File: src/design/gcm_pkg.sv
// ----------------------------------------------------------------------------
// gcm_pkg
// Shared constants and codes for the gradient colour map block.
// ----------------------------------------------------------------------------
package gcm_pkg;

    localparam int POS_W    = 16;
    localparam int SMP_W    = 16;
    localparam int CHAN_W   = 8;
    localparam int COLOUR_W = 3 * CHAN_W;
    localparam int ENTRY_W  = POS_W + COLOUR_W;
    localparam int CNT_W    = 5;
    localparam int IDXIN_W  = 4;
    localparam int CFG_IDX_W = 2;
    localparam int DIV_NUM_W = 2 * POS_W;

    localparam int DEF_MAX_STOPS = 16;

    localparam logic OP_LOAD = 1'b0;
    localparam logic OP_MAP  = 1'b1;

    localparam logic [1:0] ST_MAPPED     = 2'd0;
    localparam logic [1:0] ST_RANGE      = 2'd1;
    localparam logic [1:0] ST_NO_BRACKET = 2'd2;

    localparam logic [CFG_IDX_W-1:0] REG_RANGE_MIN  = 2'd0;
    localparam logic [CFG_IDX_W-1:0] REG_RANGE_MAX  = 2'd1;
    localparam logic [CFG_IDX_W-1:0] REG_BLANK      = 2'd2;
    localparam logic [CFG_IDX_W-1:0] REG_STOP_COUNT = 2'd3;

endpackage

File: src/design/gcm_ram.sv
// ----------------------------------------------------------------------------
// gcm_ram
// Generic single-write, single-read RAM with a registered read port.
// ----------------------------------------------------------------------------
module gcm_ram #(
    parameter int WIDTH = 8,
    parameter int DEPTH = 16
) (
    input  logic                     i_clk,
    input  logic                     i_we,
    input  logic [$clog2(DEPTH)-1:0] i_waddr,
    input  logic [WIDTH-1:0]         i_wdata,
    input  logic [$clog2(DEPTH)-1:0] i_raddr,
    output logic [WIDTH-1:0]         o_rdata
);

    logic [WIDTH-1:0] r_mem [DEPTH];
    logic [WIDTH-1:0] r_rdata;

    always_ff @(posedge i_clk) begin
        if (i_we) begin
            r_mem[i_waddr] <= i_wdata;
        end
        r_rdata <= r_mem[i_raddr];
    end

    assign o_rdata = r_rdata;

endmodule

File: src/design/gcm_div.sv
// ----------------------------------------------------------------------------
// gcm_div
// Restoring divider, one quotient bit per cycle. The numerator's upper half
// must be below the denominator, so the quotient fits in the lower half.
// ----------------------------------------------------------------------------
module gcm_div
    import gcm_pkg::*;
(
    input  logic                 i_clk,
    input  logic                 i_rst_n,
    input  logic                 i_start,
    input  logic [DIV_NUM_W-1:0] i_num,
    input  logic [POS_W-1:0]     i_den,
    output logic                 o_done,
    output logic [POS_W-1:0]     o_quot
);

    logic                       r_busy, n_busy;
    logic                       r_done, n_done;
    logic [$clog2(POS_W+1)-1:0] r_cnt, n_cnt;
    logic [POS_W-1:0]           r_rem, n_rem;
    logic [POS_W-1:0]           r_q, n_q;
    logic [POS_W-1:0]           r_den, n_den;
    logic [POS_W:0]             w_trial;

    always_comb begin
        n_busy  = r_busy;
        n_done  = 1'b0;
        n_cnt   = r_cnt;
        n_rem   = r_rem;
        n_q     = r_q;
        n_den   = r_den;
        w_trial = {r_rem, r_q[POS_W-1]};
        if (i_start) begin
            n_busy = 1'b1;
            n_cnt  = '0;
            n_rem  = i_num[DIV_NUM_W-1:POS_W];
            n_q    = i_num[POS_W-1:0];
            n_den  = i_den;
        end else if (r_busy) begin
            if (w_trial >= {1'b0, r_den}) begin
                n_rem = POS_W'(w_trial - {1'b0, r_den});
                n_q   = {r_q[POS_W-2:0], 1'b1};
            end else begin
                n_rem = w_trial[POS_W-1:0];
                n_q   = {r_q[POS_W-2:0], 1'b0};
            end
            n_cnt = r_cnt + 1'b1;
            if (r_cnt == ($clog2(POS_W+1))'(POS_W - 1)) begin
                n_busy = 1'b0;
                n_done = 1'b1;
            end
        end
    end

    always_ff @(posedge i_clk) begin
        if (!i_rst_n) begin
            r_busy <= 1'b0;
            r_done <= 1'b0;
            r_cnt  <= '0;
        end else begin
            r_busy <= n_busy;
            r_done <= n_done;
            r_cnt  <= n_cnt;
        end
        r_rem <= n_rem;
        r_q   <= n_q;
        r_den <= n_den;
    end

    assign o_done = r_done;
    assign o_quot = r_q;

endmodule

File: src/design/gradient_colour_map.sv
// ----------------------------------------------------------------------------
// gradient_colour_map
// Piecewise linear colour map: normalizes a sample, finds the bracketing
// colour stops in the stop RAM and blends their colours.
//
//   channel  signals                                     flow control
//   input    start, busy, i_opcode, i_sample, i_stop_*   start & !busy
//   result   o_valid, o_red, o_green, o_blue, o_map_status  strobe, no stall
//   config   i_cfg_valid, o_cfg_ready, i_cfg_index/data   valid & ready
//
// A load never raises busy. A map out of range returns its result in the cycle
// after its transfer and never raises busy. Otherwise busy stays high through
// the position division (skipped for a degenerate range), a read and a compare
// state per stop scanned in the RAM, a further read state when the scan runs
// past the last stop, and a multiply state and a blend division per colour
// channel when the position falls between stops. The result strobe comes in the first cycle with busy low again.
// The shared radix-2 divider and the one-read-per-stop RAM scan set the rate.
// Reset is synchronous; the stop RAM has no reset and needs no clearing pass.
// ----------------------------------------------------------------------------
module gradient_colour_map
    import gcm_pkg::*;
#(
    parameter int MAX_STOPS = DEF_MAX_STOPS
) (
    input  logic                  i_clk,
    input  logic                  i_rst_n,
    input  logic                  start,
    output logic                  busy,
    input  logic                  i_opcode,
    input  logic [SMP_W-1:0]      i_sample,
    input  logic [IDXIN_W-1:0]    i_stop_index,
    input  logic [POS_W-1:0]      i_stop_position,
    input  logic [CHAN_W-1:0]     i_stop_red,
    input  logic [CHAN_W-1:0]     i_stop_green,
    input  logic [CHAN_W-1:0]     i_stop_blue,
    output logic                  o_valid,
    output logic [CHAN_W-1:0]     o_red,
    output logic [CHAN_W-1:0]     o_green,
    output logic [CHAN_W-1:0]     o_blue,
    output logic [1:0]            o_map_status,
    input  logic                  i_cfg_valid,
    output logic                  o_cfg_ready,
    input  logic [CFG_IDX_W-1:0]  i_cfg_index,
    input  logic [COLOUR_W-1:0]   i_cfg_data
);

    localparam int AW   = $clog2(MAX_STOPS);
    localparam int CW   = $clog2(MAX_STOPS + 1);
    localparam int NW   = (CW > CNT_W) ? CW : CNT_W;
    localparam int IW   = (NW > IDXIN_W) ? NW : IDXIN_W;

    typedef enum logic [5:0] {
        S_IDLE = 6'b000001,
        S_DIVP = 6'b000010,
        S_RD   = 6'b000100,
        S_CMP  = 6'b001000,
        S_MUL  = 6'b010000,
        S_DIVC = 6'b100000
    } t_state;

    t_state r_state, n_state;

    logic [SMP_W-1:0]    r_min, r_max;
    logic [COLOUR_W-1:0] r_blank;
    logic [NW-1:0]       r_count;
    logic [POS_W-1:0]    r_p, n_p;
    logic [NW-1:0]       r_idx, n_idx;
    logic [ENTRY_W-1:0]  r_lo, n_lo;
    logic [ENTRY_W-1:0]  r_hi, n_hi;
    logic [1:0]          r_ch, n_ch;
    logic [COLOUR_W-1:0] r_mix, n_mix;
    logic [DIV_NUM_W-1:0] r_num, n_num;
    logic [POS_W-1:0]    r_den, n_den;
    logic                r_dstart, n_dstart;

    logic                r_valid, n_valid;
    logic [COLOUR_W-1:0] r_colour, n_colour;
    logic [1:0]          r_status, n_status;

    logic                w_accept;
    logic                w_we;
    logic [ENTRY_W-1:0]  w_rdata;
    logic [POS_W-1:0]    w_pos;
    logic [SMP_W-1:0]    w_diff, w_span;
    logic [POS_W-1:0]    w_d, w_e, w_de;
    logic [CHAN_W-1:0]   w_clo, w_chi;
    logic [COLOUR_W-1:0] w_bsum;
    logic                w_ddone;
    logic [POS_W-1:0]    w_quot;
    logic [NW-1:0]       w_cnt_in;

    assign w_accept = start && !busy;
    assign w_we     = w_accept && (i_opcode == OP_LOAD)
                      && (IW'(i_stop_index) < IW'(MAX_STOPS));

    gcm_ram #(
        .WIDTH (ENTRY_W),
        .DEPTH (MAX_STOPS)
    ) u_stops (
        .i_clk   (i_clk),
        .i_we    (w_we),
        .i_waddr (AW'(i_stop_index)),
        .i_wdata ({i_stop_position, i_stop_red, i_stop_green, i_stop_blue}),
        .i_raddr (r_idx[AW-1:0]),
        .o_rdata (w_rdata)
    );

    gcm_div u_div (
        .i_clk   (i_clk),
        .i_rst_n (i_rst_n),
        .i_start (r_dstart),
        .i_num   (r_num),
        .i_den   (r_den),
        .o_done  (w_ddone),
        .o_quot  (w_quot)
    );

    assign w_pos  = w_rdata[ENTRY_W-1:COLOUR_W];
    assign w_diff = i_sample - r_min;
    assign w_span = r_max - r_min;
    assign w_d    = r_hi[ENTRY_W-1:COLOUR_W] - r_lo[ENTRY_W-1:COLOUR_W];
    assign w_e    = r_p - r_lo[ENTRY_W-1:COLOUR_W];
    assign w_de   = r_hi[ENTRY_W-1:COLOUR_W] - r_p;

    always_comb begin
        case (r_ch)
            2'd0: begin
                w_clo = r_lo[23:16];
                w_chi = r_hi[23:16];
            end
            2'd1: begin
                w_clo = r_lo[15:8];
                w_chi = r_hi[15:8];
            end
            default: begin
                w_clo = r_lo[7:0];
                w_chi = r_hi[7:0];
            end
        endcase
    end

    // The blend never exceeds 255 * d, so it fits in 24 bits.
    assign w_bsum = COLOUR_W'(w_clo) * COLOUR_W'(w_de) + COLOUR_W'(w_chi) * COLOUR_W'(w_e);

    always_comb begin
        n_state  = r_state;
        n_p      = r_p;
        n_idx    = r_idx;
        n_lo     = r_lo;
        n_hi     = r_hi;
        n_ch     = r_ch;
        n_mix    = r_mix;
        n_num    = r_num;
        n_den    = r_den;
        n_dstart = 1'b0;
        n_valid  = 1'b0;
        n_colour = r_colour;
        n_status = r_status;
        case (r_state)
            S_IDLE: begin
                if (w_accept && (i_opcode == OP_MAP)) begin
                    n_idx = '0;
                    if (i_sample < r_min || i_sample > r_max) begin
                        n_valid  = 1'b1;
                        n_colour = r_blank;
                        n_status = ST_RANGE;
                    end else if (r_max == r_min) begin
                        n_p     = '0;
                        n_state = S_RD;
                    end else begin
                        // diff * 65535 without a multiplier.
                        n_num    = {w_diff, {POS_W{1'b0}}} - DIV_NUM_W'(w_diff);
                        n_den    = w_span;
                        n_dstart = 1'b1;
                        n_state  = S_DIVP;
                    end
                end
            end
            S_DIVP: begin
                if (w_ddone) begin
                    n_p     = w_quot;
                    n_state = S_RD;
                end
            end
            S_RD: begin
                if (r_idx >= r_count) begin
                    n_valid  = 1'b1;
                    n_colour = r_blank;
                    n_status = ST_NO_BRACKET;
                    n_state  = S_IDLE;
                end else begin
                    n_state = S_CMP;
                end
            end
            S_CMP: begin
                if (w_pos == r_p) begin
                    n_valid  = 1'b1;
                    n_colour = w_rdata[COLOUR_W-1:0];
                    n_status = ST_MAPPED;
                    n_state  = S_IDLE;
                end else if (w_pos > r_p) begin
                    if (r_idx == '0) begin
                        n_valid  = 1'b1;
                        n_colour = r_blank;
                        n_status = ST_NO_BRACKET;
                        n_state  = S_IDLE;
                    end else begin
                        n_hi    = w_rdata;
                        n_ch    = 2'd0;
                        n_state = S_MUL;
                    end
                end else begin
                    n_lo    = w_rdata;
                    n_idx   = r_idx + 1'b1;
                    n_state = S_RD;
                end
            end
            S_MUL: begin
                n_num    = DIV_NUM_W'(w_bsum);
                n_den    = w_d;
                n_dstart = 1'b1;
                n_state  = S_DIVC;
            end
            S_DIVC: begin
                if (w_ddone) begin
                    n_mix = {r_mix[COLOUR_W-CHAN_W-1:0], w_quot[CHAN_W-1:0]};
                    if (r_ch == 2'd2) begin
                        n_valid  = 1'b1;
                        n_colour = {r_mix[COLOUR_W-CHAN_W-1:0], w_quot[CHAN_W-1:0]};
                        n_status = ST_MAPPED;
                        n_state  = S_IDLE;
                    end else begin
                        n_ch    = r_ch + 1'b1;
                        n_state = S_MUL;
                    end
                end
            end
            default: n_state = S_IDLE;
        endcase
    end

    assign w_cnt_in = (NW'(i_cfg_data[CNT_W-1:0]) > NW'(MAX_STOPS))
                      ? NW'(MAX_STOPS) : NW'(i_cfg_data[CNT_W-1:0]);

    always_ff @(posedge i_clk) begin
        if (!i_rst_n) begin
            r_state  <= S_IDLE;
            r_valid  <= 1'b0;
            r_dstart <= 1'b0;
            r_min    <= '0;
            r_max    <= '1;
            r_blank  <= '0;
            r_count  <= '0;
        end else begin
            r_state  <= n_state;
            r_valid  <= n_valid;
            r_dstart <= n_dstart;
            if (i_cfg_valid && o_cfg_ready) begin
                case (i_cfg_index)
                    REG_RANGE_MIN:  r_min   <= i_cfg_data[SMP_W-1:0];
                    REG_RANGE_MAX:  r_max   <= i_cfg_data[SMP_W-1:0];
                    REG_BLANK:      r_blank <= i_cfg_data;
                    REG_STOP_COUNT: r_count <= w_cnt_in;
                    default: ;
                endcase
            end
        end
        r_p      <= n_p;
        r_idx    <= n_idx;
        r_lo     <= n_lo;
        r_hi     <= n_hi;
        r_ch     <= n_ch;
        r_mix    <= n_mix;
        r_num    <= n_num;
        r_den    <= n_den;
        r_colour <= n_colour;
        r_status <= n_status;
    end

    assign busy         = (r_state != S_IDLE);
    assign o_cfg_ready  = 1'b1;
    assign o_valid      = r_valid;
    assign o_red        = r_colour[23:16];
    assign o_green      = r_colour[15:8];
    assign o_blue       = r_colour[7:0];
    assign o_map_status = r_status;

`ifndef ASSERT_OFF
    a_status_code: assert property (@(posedge i_clk) disable iff (!i_rst_n)
        o_valid |-> (o_map_status == ST_MAPPED || o_map_status == ST_RANGE
                     || o_map_status == ST_NO_BRACKET))
        else $error("invalid map status");

    a_load_quiet: assert property (@(posedge i_clk) disable iff (!i_rst_n)
        (w_accept && i_opcode == OP_LOAD) |=> (!o_valid && !busy))
        else $error("load transfer produced a result or busy");

    a_range_now: assert property (@(posedge i_clk) disable iff (!i_rst_n)
        (o_valid && o_map_status == ST_RANGE) |-> $past(w_accept))
        else $error("range status without a map transfer");

    a_div_idle: assert property (@(posedge i_clk) disable iff (!i_rst_n)
        r_dstart |-> (r_state == S_DIVP || r_state == S_DIVC))
        else $error("divider started outside a divide state");
`endif

endmodule

File: config.mk
export PLATFORM = sky130hd
export DESIGN_NAME = gradient_colour_map
export DESIGN_NICKNAME = d
export VERILOG_FILES = /design/src/design/gcm_pkg.sv /design/src/design/gcm_ram.sv /design/src/design/gcm_div.sv /design/src/design/gradient_colour_map.sv
export SDC_FILE = /design/constraint.sdc
export NUM_CORES = 2
export LEC_CHECK = 0
export BUFFER_PORTS_ARGS = -buffer_cell sky130_fd_sc_hd__buf_4
export CORE_UTILIZATION = 57
export DETAILED_ROUTE_END_ITERATION = 8
export PLACE_DENSITY = 0.77
export SYNTH_ARGS = -nofsm -noshare
export SYNTH_HDL_FRONTEND = slang
export SYNTH_SLANG_ARGS = --single-unit
File: constraint.sdc
create_clock -name i_clk -period 7.6 [get_ports i_clk]
set_input_delay 1.52 -clock i_clk [delete_from_list [all_inputs] [get_ports i_clk]]
set_output_delay 1.52 -clock i_clk [all_outputs]
set_load 0.005 [all_outputs]
==> Word-level counts from Yosys, hierarchy flattened <==
Memories as Yosys holds them, arrays and structs flattened. A register that Yosys moved wholly into a read port is not among the register bits.
Cells that the tools add are included.
{ "word_totals": {"ff_bits": 317, "latch_bits": 0, "ramBits": 640, "rom_bits": 0, "inputBits": 91, "out_inout_bits": 29, "elab_cells": 189, "n_memories": 1} }
{ "memory_table": {"columns": ["memory", "depth", "word_bits", "read_ports", "rd_ports_with_merged_regs", "write_ports", "line_no", "text"], "rows": [
  ["u_stops.r_mem", 16, 40, 1, 1, 1, "gcm_ram.sv:17", "logic [WIDTH-1:0] r_mem [DEPTH];"]
]} }
{ "classes": {"add_sub_neg": 11, "mul": 2, "div": 0, "magnitude_cmp": 6, "eq_ne": 31, "shifts": 0, "mux": 80, "bitwise": 6, "reduce_logical": 29} }
{ "ops": {"columns": ["op", "n"], "rows": [
  ["two-way mux 16 bit", 12],
  ["two-way mux 24 bit", 8],
  ["two-way mux 32 bit", 3],
  ["case mux 24 bit (4 select lines)", 1],
  ["subtractor 16 bit", 6],
  ["case mux 16 bit (2 select lines)", 2],
  ["case mux 32 bit (2 select lines)", 1],
  ["multiplier 8 x 16 -> 24 bit", 2],
  ["two-way mux 6 bit", 6],
  ["case mux 6 bit (6 select lines)", 1],
  ["equality test 16 bit", 2],
  ["> comparator 16 bit", 2],
  ["case mux 8 bit (2 select lines)", 2],
  ["subtractor 32 x 16 -> 32 bit", 1],
  ["two-way mux 5 bit", 6],
  ["two-way mux 2 bit", 13],
  ["adder 24 bit", 1],
  ["!= test 2 bit, second input constant", 12],
  ["two-way mux 1 bit", 18],
  ["greater-or-equal comparator 17 x 16 -> 1 bit", 1],
  ["less-than comparator 16 bit", 1],
  ["AND reduction 4 bit", 4],
  ["adder 5 x 1 -> 5 bit, second input constant", 2],
  ["case mux 5 bit (2 select lines)", 1],
  ["36 further kinds", 57]
]} }

==> Longest topological paths before layout <==
{ "logic_depth": {"depth_word": 6, "depth_mapped": 33} }

==> Modules after synthesis <==
Synthesis repeated with hierarchy kept, for this count alone.
{ "unflattened": {"hier_cells": 3715, "hier_area_um2": 51399.3} }
{ "modules_own_cells": {"columns": ["mod", "n_inst", "cells_each", "area_per_inst_um2"], "rows": [
  ["gcm_ram", 1, 1040, 25131.6],
  ["gradient_colour_map", 1, 2407, 23162.2],
  ["gcm_div", 1, 268, 3105.5]
]} }

==> Worst setup path before layout <==
Ideal clock, no wire load.
{ "synth_timing": {"kind": "register to register", "from": "register r_lo[25]", "to": "register r_num[22], data pin", "arrival_ps": 7797, "required_time_ps": 7340, "setup_slack_ps": -457, "path_stages_with_launch": 31, "period_less_slack_ps": 8057, "cell_sequence": "edfxtp_1 > inv_1 > ha_1 > nor2b_1 > o21ai_0 > a21boi_0 > o211ai_1 > a21boi_0 > o21ai_0 > a21oi_1 > a2111oi_0 > nand2b_1 > fa_1 > inv_1 > fa_1 > fa_1 > fa_1 > fa_1 > inv_1 > fa_1 > inv_1 > ha_1 > nand3_1 > or4_1 > o211ai_1 > o31a_1 > a21o_1 > o211a_1 > a31oi_1 > xnor2_1 > mux2_2"} }
{ "synth_between": {"elab_chain_len": 4} }
{ "synth_lines": {"columns": ["item", "line_no", "text"], "rows": [
  ["start: declaration", "gradient_colour_map.sv:68", "logic [ENTRY_W-1:0] r_lo, n_lo;"],
  ["start signal: assignment", "gradient_colour_map.sv:270", "r_lo <= n_lo;"],
  ["subtractor 16 bit", "gradient_colour_map.sv:122", "assign w_e = r_p - r_lo[ENTRY_W-1:COLOUR_W];"],
  ["multiplier 8 x 16 -> 24 bit", "gradient_colour_map.sv:143", "assign w_bsum = COLOUR_W'(w_clo) * COLOUR_W'(w_de) + COLOUR_W'(w_chi) * COLOUR_W'(w_e);"],
  ["adder 24 bit", "gradient_colour_map.sv:143", null],
  ["case mux 32 bit (2 select lines)", "gradient_colour_map.sv:159", "case (r_state)"],
  ["via n_num[22]", "gradient_colour_map.sv:72", "logic [DIV_NUM_W-1:0] r_num, n_num;"],
  ["end signal: assignment", "gradient_colour_map.sv:274", "r_num <= n_num;"],
  ["end: declaration", "gradient_colour_map.sv:72", null]
]} }
The timed path passes the listed nets, and every way through them passes these cells.
A chain may end at the register's enable or synchronous reset.

==> Worst setup path in the final report <==
{ "layout_timing": {"from": "register r_p[0]", "to": "register r_num[22], data pin"} }
{ "layout_between": {"elab_chain_len": 4} }
{ "layout_lines": {"columns": ["item", "line_no", "text"], "rows": [
  ["start: declaration", "gradient_colour_map.sv:66", "logic [POS_W-1:0] r_p, n_p;"],
  ["start signal: assignment", "gradient_colour_map.sv:268", "r_p <= n_p;"],
  ["subtractor 16 bit, on equally long branches", "gradient_colour_map.sv:123, gradient_colour_map.sv:122", null],
  ["multiplier 8 x 16 -> 24 bit", "gradient_colour_map.sv:143", null],
  ["adder 24 bit (*)", "gradient_colour_map.sv:143", null],
  ["case mux 32 bit (2 select lines) (*)", "gradient_colour_map.sv:159", null],
  ["via n_num[22]", "gradient_colour_map.sv:72", null]
]} }
Mark *: on every way through the listed nets, which the timed path passes. The rest lies on a longest branch.

==> results_dict.tcl <==
set metrics [dict create \
    antenna_found_initial 6 \
    yosysTopAreaCell "edfxtp_1" \
    fmax_ghz 0.1298 \
    die_w_um 300.5 \
    root_buffer "clkbuf_16" \
    synth_area_leaders "edfxtp_1 52%, mux4_2 8.9%, fa_1 8.4%, ha_1 5.1%, dfxtp_1 4.6%" \
    tritoncts "built" \
    die_h_um 300.5 \
    period_needed_ns 7.706 \
    status "finished, violations left" \
    min_period_over_period_pct 101.4 \
    ys_seq_area_share_pct 56.65 \
    hold_violations 0 \
    grt_overflow 0 \
    initial_core_util_pct 57.48 \
    path_max_fanout 4 \
    htreeDepth 3 \
    cts.sinks 997 \
    yosysTopAreaCellShare_pct 52.08 \
    sw_frac_of_total_pct 22.34 \
    syn_inst 3583 \
    hpwl_mm 89.95 \
    fin_nets 4418 \
    grt_pass1_wl_mm 196.2 \
    drc 3 \
    syn_avg_cell_area_um2 14.18 \
    crit_start "r_p[0]" \
    maxSlewHeadroom_pct 22.97 \
    async_reset_ff_share_pct 0 \
    finalPower_w 0.01170 \
    clock_latency_ns 0.70 \
    nFillCells 6113 \
    rsz0062_at_grt "true" \
    max-clock-path-buffers 3 \
    track_usage_pct 29.45 \
    synth_area_mm2 0.05079 \
    viasPerCell 6.074 \
    pre_cts_ws_ns -0.4628 \
    post_dp_cell_area_mm2 0.05445 \
    ys_seq_elements 997 \
    hold_start "r_mix[6]" \
    power.leakage_nw 22.18 \
    start_kind "flop" \
    vdd_drop_max_mv 0.2388 \
    r2r-start "r_p[0]" \
    rows 109 \
    syn_nets 4096 \
    hold_buffers 0 \
    worstMarginPinSlew_ns 1.150 \
    setup_slack_ns -0.1064 \
    power_frac_seq_pct 52.6 \
    yosysUniqueCellTypes 91 \
    clkTransAtPathRegs_ns 0.06 \
    final-setup-viol-count 6 \
    postRouteAntennaNets 0 \
    cts_buffers 94 \
    hold_class "flop to flop" \
    drive_gt1_share_pct 21.99 \
    yosysWarnings 0 \
    cpMaxStageDelayCell "fa_2" \
    p_comb_share_pct 6.7 \
    grt_pass1_vias 32080 \
    path_class "flop to flop" \
    areaGrowthSynthToFinish_pct 15.10 \
    critPathCaptureType "flop" \
    slew_viol_final 0 \
    required_ns 7.99 \
    routed_wirelength_mm 131.3 \
    finClkSkew_ns 0.06785 \
    firstDrtPassIters 9 \
    synth_ff_type "edfxtp_1" \
    drv_cap 0 \
    wl_per_cell_um 25.49 \
    gp_congestion 0.9901 \
    synth-edff-count 881 \
    p_int_w 0.009082 \
    failed_checks "DRC, setup timing" \
    power_density_mw_per_mm2 200.0 \
    p_clk_share_pct 40.6 \
    port_buffers 118 \
    drt_iter0_markers 3422 \
    core_mm2 0.08837 \
    via_count 31290 \
    critical_path.top_delay_family "adder cells" \
    power_switching_w 0.002613 \
    critPathMaxStageDelay_ns 0.57 \
    crit_buf_inv 8 \
    die_area_mm2 0.09031 \
    design_area_mm2 0.05847 \
    critPathArrivalTime_ns 8.10 \
    grt_max_degree 164 \
    ioPinCount 120 \
]
==> cell type report <==
type,count,area (µm²),share of cell area (%)
well taps,1165,1458,2.493
multi-input cells,2069,20880,35.71
flip-flops and latches,997,28780,49.22
inverters,390,1476,2.525
diodes,2,5.005,0.008560
repair buffers,353,2705,4.627
clock inverters,50,565.5,0.9673
clock buffers,125,2600,4.447
==> registers in the layout (all words and copies together) (netlist names), 24 cells and up <==
register         cells
u_stops.r_mem      640
r_hi                40
r_lo                40
u_stops.o_rdata     40
r_num               32
r_blank             24
r_colour            24
==> final timing paths <==
| kind | to | slack, ns | depth (start not counted) |
|---|---|---|---|
| worst max-delay path | r_num[22] | -0.11 | 31 |
| worst min-delay path | r_mix[14] | 0.41 | 0 |
| worst max register to register | r_num[22] | -0.11 | 31 |
| worst min register to register | r_mix[14] | 0.41 | 0 |
==> metrics by stage <==
stage,util [%],setup TNS (ns),instances,hold WS (ns)
after global placement,61.62,-1.607,4947,0.4010
after floorplan,-,-4.839,3583,0.4003
after global routing,66.16,-2.960,5150,0.3923
after detailed placement,61.62,-3.469,4947,0.4062
final,66.16,-0.4162,5151,0.4054
after CTS,65.62,-0.5959,5137,0.3868
==> power groups by stage <==
| stage | Combinational [W] | Clock, W | Sequential [W] |
|---|---|---|---|
| after detailed placement | 0.000765 | 0 | 0.00627 |
| final | 0.000788 | 0.00475 | 0.00616 |
| after global placement | 0.000748 | 0 | 0.00626 |
| after CTS | 0.000779 | 0.00480 | 0.00615 |
| after floorplan | 0.000481 | 0 | 0.00623 |
| after global routing | 0.000846 | 0.00502 | 0.00616 |
==> logic make-up (layout without fill, tap and decap cells) <==
logic type               Yosys count  count (layout)  synth area share (%)
multiplexers                     229             229                 9.491
AND/OR/NAND/NOR                  820             820                 7.700
other                              1               3              0.007383
AO/OA/AOI/OAI                    476             476                 6.626
buffers and inverters            517             918                 3.848
flip-flops                       997             997                 56.65
XOR/XNOR                         121             121                 2.116
adder cells (fa/ha/maj)          422             422                 13.56
==> Yosys cell counts, drive strengths merged, types with 5 or more instances <==
| cell | n |
|---|---|
| a222oi | 24 |
| nor2b | 34 |
| inv | 390 |
| a311oi | 7 |
| nor3 | 38 |
| or3 | 21 |
| nor3b | 15 |
| or2 | 9 |
| buf | 22 |
| edfxtp | 881 |
| nand4 | 10 |
| and2 | 45 |
| a21oi | 97 |
| nor2 | 224 |
| o21bai | 10 |
| a2111oi | 5 |
| mux4 | 200 |
| xnor2 | 64 |
| dfxtp | 116 |
| o211ai | 28 |
| o311ai | 13 |
| nand2b | 34 |
| a211o | 7 |
| and3b | 5 |
| a21o | 59 |
| mux2 | 21 |
| nor4 | 8 |
| clkbuf | 105 |
| o31ai | 11 |
| a31oi | 14 |
| nand3 | 35 |
| o21a | 21 |
| mux2i | 8 |
| fa | 214 |
| nand2 | 277 |
| and3 | 28 |
| xor2 | 57 |
| a211oi | 7 |
| nand3b | 19 |
| a22o | 16 |
| o21ai | 67 |
| or4 | 9 |
| a21boi | 49 |
| ha | 208 |
==> cells in the final DEF, fill, tap and decap left out, types with 81 or more instances in the layout <==
cell	Yosys	routed
buf_4	1	343
inv_1	390	379
fa_1	214	198
nand2_1	277	274
edfxtp_1	881	881
clkbuf_16	0	95
nor2_1	224	207
a21oi_1	95	81
dfxtp_1	116	115
mux4_2	200	200
ha_1	208	191
==> what timing repair did <==
action	4_1_cts	5_1_grt
gates cloned	1	0
setup buffers	16	13
pin swaps	42	75
setup endpoints to repair	12	12
resized for setup	56	80
==> layer usage <==
layer,global-route usage (%),part of all wire [%]
met5,0,0.027
met4,12.68,4.5
met3,4.892,8.0
met2,49.86,50
met1,37.70,38
(Power assumes the default switching activity.)
